==> src/hw/rtl/timestamped_window_averager_top_assert.svh <==
// ----------------------------------------------------------------------------
// Timestamped window averager assertion macros
// Macros that state properties of the top level, checked at each clock edge.
// ----------------------------------------------------------------------------
`ifndef TIMESTAMPED_WINDOW_AVERAGER_TOP_ASSERT_SVH
`define TIMESTAMPED_WINDOW_AVERAGER_TOP_ASSERT_SVH

// The consequent must hold in the same cycle as the antecedent.
`define TWA_ASSERT_NOW(lbl, ante, cons, msg) \
    lbl: assert property (@(posedge i_clk) disable iff (!i_rst_n) (ante) |-> (cons)) \
        else $error(msg);

// The consequent must hold in the cycle after the antecedent.
`define TWA_ASSERT_NEXT(lbl, ante, cons, msg) \
    lbl: assert property (@(posedge i_clk) disable iff (!i_rst_n) (ante) |=> (cons)) \
        else $error(msg);

`endif

==> src/hw/rtl/twa_pkg.sv <==
// ----------------------------------------------------------------------------
// Timestamped window averager package
// Shared constants, command codes and controller/datapath signal groups.
// ----------------------------------------------------------------------------
package twa_pkg;

    localparam int WINDOW   = 64;
    localparam int IDX_W    = $clog2(WINDOW);
    localparam int CNT_W    = $clog2(WINDOW + 1);
    localparam int TS_W     = 64;
    localparam int MET_W    = 32;
    localparam int LOSS_W   = 17;
    localparam int SUM_W    = MET_W + CNT_W;
    localparam int DCNT_W   = $clog2(SUM_W + 1);
    localparam int OFF_JIT  = 0;
    localparam int OFF_LOSS = MET_W;
    localparam int OFF_THR  = MET_W + LOSS_W;
    localparam int OFF_RTT  = 2 * MET_W + LOSS_W;
    localparam int OFF_TS   = 3 * MET_W + LOSS_W;
    localparam int MEM_W    = TS_W + 3 * MET_W + LOSS_W;

    localparam logic [TS_W-1:0] SIGN_MASK = {1'b1, {(TS_W-1){1'b0}}};
    localparam logic [TS_W-1:0] SPAN      = TS_W'(WINDOW - 1);

    localparam logic [1:0] M_RTT  = 2'd0;
    localparam logic [1:0] M_THR  = 2'd1;
    localparam logic [1:0] M_LOSS = 2'd2;
    localparam logic [1:0] M_JIT  = 2'd3;

    typedef enum logic [1:0] {
        CMD_INGEST  = 2'd0,
        CMD_NOTE    = 2'd1,
        CMD_SUMMARY = 2'd2,
        CMD_LOOKUP  = 2'd3
    } t_cmd;

    typedef struct packed {
        logic       load;
        logic       advance;
        logic       range;
        logic       write;
        logic       rd_lookup;
        logic       walk_clr;
        logic       rd_walk;
        logic       acc;
        logic       div_start;
        logic [1:0] div_sel;
        logic       res_load;
    } t_dp_ctrl;

    typedef struct packed {
        t_cmd cmd;
        logic time_seen;
        logic walk_last;
        logic div_busy;
        logic count_zero;
    } t_dp_stat;

endpackage

==> src/hw/rtl/twa_ctrl.sv <==
// ----------------------------------------------------------------------------
// Timestamped window averager controller
// Sequences each command through the datapath and owns the channel handshakes.
// ----------------------------------------------------------------------------
module twa_ctrl (
    input  logic              i_clk,
    input  logic              i_rst_n,
    input  logic              i_in_valid,
    output logic              o_in_ready,
    output logic              o_out_valid,
    input  logic              i_out_ready,
    input  twa_pkg::t_dp_stat i_stat,
    output twa_pkg::t_dp_ctrl o_ctrl
);

    typedef enum logic [3:0] {
        S_IDLE,
        S_DISPATCH,
        S_ADV,
        S_RANGE,
        S_WRITE,
        S_LKRD,
        S_SRANGE,
        S_WRD,
        S_WACC,
        S_DCHK,
        S_DIV,
        S_DWAIT,
        S_FIN
    } t_state;

    t_state     r_state;
    logic       r_out_valid;
    logic [1:0] r_k;
    logic       n_res_load;

    assign o_in_ready  = (r_state == S_IDLE);
    assign o_out_valid = r_out_valid;
    assign n_res_load  = (r_state == S_FIN) && (!r_out_valid || i_out_ready);

    always_comb begin
        o_ctrl         = '0;
        o_ctrl.div_sel = r_k;
        case (r_state)
            S_IDLE:   o_ctrl.load      = i_in_valid;
            S_ADV:    o_ctrl.advance   = 1'b1;
            S_RANGE:  o_ctrl.range     = 1'b1;
            S_WRITE:  o_ctrl.write     = 1'b1;
            S_LKRD:   o_ctrl.rd_lookup = 1'b1;
            S_SRANGE: begin
                o_ctrl.range    = 1'b1;
                o_ctrl.walk_clr = 1'b1;
            end
            S_WRD:    o_ctrl.rd_walk   = 1'b1;
            S_WACC:   o_ctrl.acc       = 1'b1;
            S_DIV:    o_ctrl.div_start = 1'b1;
            S_FIN:    o_ctrl.res_load  = n_res_load;
            default:  o_ctrl.load      = 1'b0;
        endcase
    end

    always_ff @(posedge i_clk) begin
        if (!i_rst_n) begin
            r_state     <= S_IDLE;
            r_out_valid <= 1'b0;
            r_k         <= '0;
        end else begin
            if (n_res_load) begin
                r_out_valid <= 1'b1;
            end else if (r_out_valid && i_out_ready) begin
                r_out_valid <= 1'b0;
            end
            case (r_state)
                S_IDLE: begin
                    if (i_in_valid) begin
                        r_state <= S_DISPATCH;
                    end
                end
                S_DISPATCH: begin
                    case (i_stat.cmd)
                        twa_pkg::CMD_INGEST:  r_state <= S_ADV;
                        twa_pkg::CMD_NOTE:    r_state <= S_ADV;
                        twa_pkg::CMD_SUMMARY: r_state <= i_stat.time_seen ? S_SRANGE : S_FIN;
                        twa_pkg::CMD_LOOKUP:  r_state <= S_LKRD;
                        default:              r_state <= S_FIN;
                    endcase
                end
                S_ADV: begin
                    r_state <= (i_stat.cmd == twa_pkg::CMD_INGEST) ? S_RANGE : S_FIN;
                end
                S_RANGE:  r_state <= S_WRITE;
                S_WRITE:  r_state <= S_FIN;
                S_LKRD:   r_state <= S_FIN;
                S_SRANGE: r_state <= S_WRD;
                S_WRD:    r_state <= S_WACC;
                S_WACC: begin
                    r_state <= i_stat.walk_last ? S_DCHK : S_WRD;
                end
                S_DCHK: begin
                    r_k     <= '0;
                    r_state <= i_stat.count_zero ? S_FIN : S_DIV;
                end
                S_DIV:    r_state <= S_DWAIT;
                S_DWAIT: begin
                    if (!i_stat.div_busy) begin
                        if (r_k == twa_pkg::M_JIT) begin
                            r_state <= S_FIN;
                        end else begin
                            r_k     <= r_k + 1'b1;
                            r_state <= S_DIV;
                        end
                    end
                end
                S_FIN: begin
                    if (n_res_load) begin
                        r_state <= S_IDLE;
                    end
                end
                default: r_state <= S_IDLE;
            endcase
        end
    end

endmodule

==> config.mk <==
export PLATFORM = sky130hd
export DESIGN_NAME = twa_ctrl
export DESIGN_NICKNAME = d
export VERILOG_FILES = /design/src/hw/rtl/timestamped_window_averager_top_assert.svh /design/src/hw/rtl/twa_pkg.sv /design/src/hw/rtl/twa_ctrl.sv
export SDC_FILE = /design/constraint.sdc
export NUM_CORES = 1
export LEC_CHECK = 0
export CORE_MARGIN = 2
export CORE_UTILIZATION = 48
export DETAILED_ROUTE_END_ITERATION = 7
export DONT_BUFFER_PORTS = 1
export PLACE_DENSITY = 0.67
export SYNTH_ARGS = -nofsm -noshare
export SYNTH_HDL_FRONTEND = slang
export SYNTH_SLANG_ARGS = --single-unit
export TNS_END_PERCENT = 100
==> constraint.sdc <==
create_clock -name i_clk -period 1.5 [get_ports i_clk]
set_input_delay 0.075 -clock i_clk [delete_from_list [all_inputs] [get_ports i_clk]]
set_output_delay 0.075 -clock i_clk [all_outputs]
set_load 0.005 [all_outputs]
**Word level (Yosys, flattened, before mapping)**

Cells that the tools add are included.

- Add/subtract/negate cells: 1
- Reductions and logical operators: 13
- Multiplexer cells: 25
- Equality and inequality tests: 20

Operator list:

| operator | number |
|---|---|
| one-hot mux 4 bit (12 select lines) | 1 |
| two-way mux 4 bit | 6 |
| equality test 4 bit (second input constant) | 5 |
| equality test 4 x 3 -> 1 bit (second input constant) | 4 |
| two-way mux 1 bit | 12 |
| one-hot mux 4 bit (3 select lines) | 1 |
| equality test 4 x 2 -> 1 bit (second input constant) | 2 |
| inequality test 2 bit (second input constant) | 4 |
| equality test 2 bit (second input constant) | 3 |
| two-way mux 3 bit | 2 |
| AND reduction 3 bit | 2 |
| OR reduction 2 bit | 3 |
| equality test 4 x 1 -> 1 bit (second input constant) | 1 |
| logical NOT 4 bit | 1 |
| two-way mux 2 bit | 2 |
| one-hot mux 2 bit (2 select lines) | 1 |
| nonzero test 2 bit | 2 |
| adder 2 x 1 -> 2 bit (second input constant) | 1 |
| equality test 2 x 1 -> 1 bit (second input constant) | 1 |
| logical AND 1 bit | 2 |
| logical NOT 2 bit | 1 |
| logical NOT 1 bit | 1 |
| logical OR 1 bit | 1 |

- Input bits: 10
- Bits in registers: 7
- Output and inout port bits: 14

**Longest topological paths before layout**

- Depth after elaboration: 5
- Mapped depth: 6
- Mapped depth without buffers: 5

**Worst setup path after synthesis**

No wires, ideal clock.

- Kind: register to register
- Start point: reg r_k[0]
- End point: reg r_state[2]
- Path buffers: 0
- Arrival time: 1115 ps
- Required time: 1366 ps
- Cell stages (with the launch flop): 5
- Clock period less this slack: 1248 ps
- Path slack: 252 ps
- Cell sequence: dfxtp_1 ha_1 mux2_2 a32oi_1 a311oi_2

- Cells in the longest elaborated chain, start to end: 4

RTL lines:

| what | RTL line | RTL |
|---|---|---|
| start: declaration | twa_ctrl.sv:34 | `logic [1:0] r_k;` |
| start signal: assignment | twa_ctrl.sv:109 | `r_k <= r_k + 1'b1;` |
| equality test 2 bit | twa_ctrl.sv:106 | `if (r_k == twa_pkg::M_JIT) begin` |
| two-way mux 3 bit | twa_ctrl.sv:106 |  |
| two-way mux 4 bit | twa_ctrl.sv:105 | `if (!i_stat.div_busy) begin` |
| one-hot mux 4 bit (12 select lines) | twa_ctrl.sv:73 | `case (r_state)` |
| end signal: assignment | twa_ctrl.sv:83 | `twa_pkg::CMD_SUMMARY: r_state <= i_stat.time_seen ? S_SRANGE : S_FIN;` |
| end signal: assignment | twa_ctrl.sv:89 | `r_state <= (i_stat.cmd == twa_pkg::CMD_INGEST) ? S_RANGE : S_FIN;` |
| end signal: assignment | twa_ctrl.sv:101 | `r_state <= i_stat.count_zero ? S_FIN : S_DIV;` |
| end: declaration | twa_ctrl.sv:32 | `t_state r_state;` |

Every way passes these cells. The select of a mux whose other input is x is not followed.
A chain may end at the register's enable or synchronous reset.

==> implementation parameters <==
Parameter                              Value

Place
  Worst slack, placed ... 0.05895 ns
  Number of buffers inserted by port buffering ... 0
  GPL Wtd Cong ... 0.8301
  Post-DP Area ... 714.4 um^2
  Detail Placement HPWL ... 1203 um
  Cell count after placement ... 106

Pwr
  Peak supply drop ... 0.9522 mV
  Power density of the placed cells ... 1784 nW/um^2
  LEAKAGE ... 0.2908 nW

Cells and area
  Most frequent cells in the layout ... 14 x sky130_fd_sc_hd__nor2_1, 10 x sky130_fd_sc_hd__buf_4, 8 x sky130_fd_sc_hd__nand2_1
  # nets final ... 109
  Final instance count without filler cells ... 112
  Fill cell count ... 139
  Area of the multi-input gates ... 489.2 um^2
  Fraction of final layout cells with drive strength greater than 1 ... 26.80%
  ANT cells ... 0
  Post-route cell area ... 778.2 um^2
  FF/Latch Area ... 147.6 um^2
  Layout overhead on the synthesized area ... 13.92%
  Most common cell after layout, fill and taps aside ... sky130_fd_sc_hd__nor2_1

STA
  Headroom to the max-slew limit ... 78.76%
  Final setup viols ... 0
  Post-route clock period utilization ... 93.11%
  Final worst hold slack ... 0.05656 ns
  Actual transition at the worst max-transition pin ... 0.3179 ns
  Final critical-path required period ... 1.397 ns
  Number of hold violations in the final report ... 0
  Fmax ... 716.0 MHz
  Post-layout worst setup margin ... 0.1033 ns
  Clk_skew ... 0.001799 ns
  Setup_tns ... 0 ns
  Final-report max-slew violation count ... 0

CTS
  Clock latency on the worst-skew pair ... 0.25 ns
  Total clock sinks ... 7
  Clock input transition at the sequential cells of the worst setup and hold paths ... 0.05 ns
  Cell at the root of the clock tree ... sky130_fd_sc_hd__clkbuf_4
  Number of H-tree levels ... 1
  Buffer levels on the longest clock path ... 2
  CTS Buf Count ... 3
  TritonCTS clock tree ... yes

Logic synthesis
  Mean post-synth cell area ... 7.676 um^2
  Sequential share of the synthesized area ... 20.51%
  Main synth FF type ... sky130_fd_sc_hd__dfxtp_1
  Post-synth net total ... 100
  Number of distinct library cells after synthesis ... 41
  Post-synthesis async set-or-reset flop share ... 0%
  Number of synthesized register bits ... 7
  Syn. warnings ... 0
  Gate Count Post-Synth ... 89
  Synthesized cell area ... 683.2 um^2
  Number of enable flip-flop cells after synthesis ... 0

Critical path
  Worst reg2reg startpoint ... r_k[0]
  Largest driver fanout on the critical path ... 11
  CP Launch Type ... flop
  CP Data Arrival Time ... 1.32 ns
  Reg2Reg Depth ... 4
  Classification of the worst setup path ... reg -> out
  Kind of end point of the critical path ... output port
  Data required time at the worst endpoint ... 1.42 ns
  Worst-case register-to-register setup slack ... 0.15 ns
  Worst r2r dst ... r_state[2]

Routing
  Detailed Route WL ... 1537 um
  Vias after detailed routing ... 659
  DRC viols ... 0
  First-iteration detailed-routing DRC count ... 17
  Via/cell ratio ... 5.884
  Average wire per cell in the routed design ... 13.72 um
  Number of nets with antenna violations after detailed routing ... 0
  Detailed-routing iteration count for the pre-antenna-repair pass ... 4

Global route
  Total routing usage reported by global routing ... 19.68%
  Aggregate global routing overflow ... 0
  First-pass GRT wire length ... 2725 um
  Vias in the first global route ... 635
  Pin count of the biggest net entering global routing ... 13
  Antenna violations before repair ... 0

Floorplan
  Die area ... 1741 um^2
  I/O pin cnt ... 24
  Area of the placeable core ... 1318 um^2
  Initial Util ... 51.85%
  X dimension of the die ... 41.73 um
  Row count ... 13
  Vertical extent of the die ... 41.73 um

Status
  Status ... finished clean

Job
  Max Cap Violations ... 0

Min path
  Path class of the lowest-slack min-delay path ... in -> reg
  Worst min-delay path endpoint ... r_k[1]
  Hold Path Depth ... 2
  Startpoint of the most critical hold path ... i_rst_n
==> sequential cells by signal, indices dropped and copies added, names as in the netlist <==
| register | cells |
|---|---|
| o_out_valid | 1 |
| r_k | 2 |
| r_state | 4 |
==> metal layers <==
metal  GRT usage (%)  vias to the layer above  share of wire, %
met5               0                        -                 0
met2           31.25                       22                47
met3           5.217                        0               5.2
met4           5.806                        0                 0
met1           25.93                      301                48
li1                -                      336                 -
==> cell type report <==
type / count / area share, %
multi-input combinational: 72 / 62.86
sequential: 7 / 18.97
timing repair buffer: 11 / 10.93
clock buffer: 4 / 3.376
tap: 15 / 2.412
inverter: 3 / 1.447
==> worst max-delay path, cell delays in order, from the launching register on <==
cell and delay, ns:
sky130_fd_sc_hd__dfxtp_2 0.39, sky130_fd_sc_hd__nand2b_4 0.18, sky130_fd_sc_hd__nor3b_4 0.22, sky130_fd_sc_hd__buf_4 0.14, sky130_fd_sc_hd__nor2b_1 0.15
==> power by group <==
group / switching, W / internal (W) / total, W
clock network: 0.0000654 / 0.000101 / 0.000167
registers: 0.000163 / 0.000250 / 0.000412
logic: 0.000375 / 0.000434 / 0.000810
==> per-stage QoR <==
step	power, W	util [%]
2_1_floorplan	0.001036	-
3_3_place_gp	0.001168	54.23
3_5_place_dp	0.001186	54.23
4_1_cts	0.001387	57.83
5_1_grt	0.001525	59.07
6_report	0.001388	59.07
==> kinds of logic after synthesis <==
kind of cell    after synthesis  share of synthesized area (%)
flops                         7                          20.51
buf+inv                      10                          9.706
fa+ha+maj                     1                          1.831
mux                           2                          3.113
simple gates                 45                          37.73
compound gates               24                          27.11
==> how the worst max path moves through the flow <==
stage	start	to	slack, ns	cells after the start
floorplan	r_k[0]	r_state[2]	0.25	4
global placement	r_state[2]	r_state[1]	0.08	4
detailed placement	r_state[1]	r_state[2]	0.06	5
CTS	r_state[2]	o_ctrl[0]	0.03	4
global route	r_state[0]	o_ctrl[0]	-0.006	4
finish	r_state[0]	o_ctrl[0]	0.10	4
==> timing repair <==
item | CTS | global route
hold buffers | 1 | 0
pin swaps | 0 | 1
setup buffers | 0 | 1
hold endpoints to repair | 2 | 0
gates resized for setup | 5 | 2
endpoints found under the setup margin | 1 | 2
==> synth_stat cells (2+ instances only) <==
cell type                  instances  area, um^2
sky130_fd_sc_hd__nand2b_1          3       18.77
sky130_fd_sc_hd__o21ai_0           4       20.02
sky130_fd_sc_hd__nor2_1           14       52.55
sky130_fd_sc_hd__nand2_1           8       30.03
sky130_fd_sc_hd__a31o_1            2       17.52
sky130_fd_sc_hd__nor2b_1           4       25.02
sky130_fd_sc_hd__buf_2             2       10.01
sky130_fd_sc_hd__buf_6             2       22.52
sky130_fd_sc_hd__inv_1             3       11.26
sky130_fd_sc_hd__dfxtp_1           7       140.1
sky130_fd_sc_hd__o21ai_1           3       15.01
sky130_fd_sc_hd__buf_4             3       22.52
sky130_fd_sc_hd__nor3_1            5       25.02
sky130_fd_sc_hd__a32oi_1           2       17.52
No activity file was read; power rests on OpenSTA's default activity.
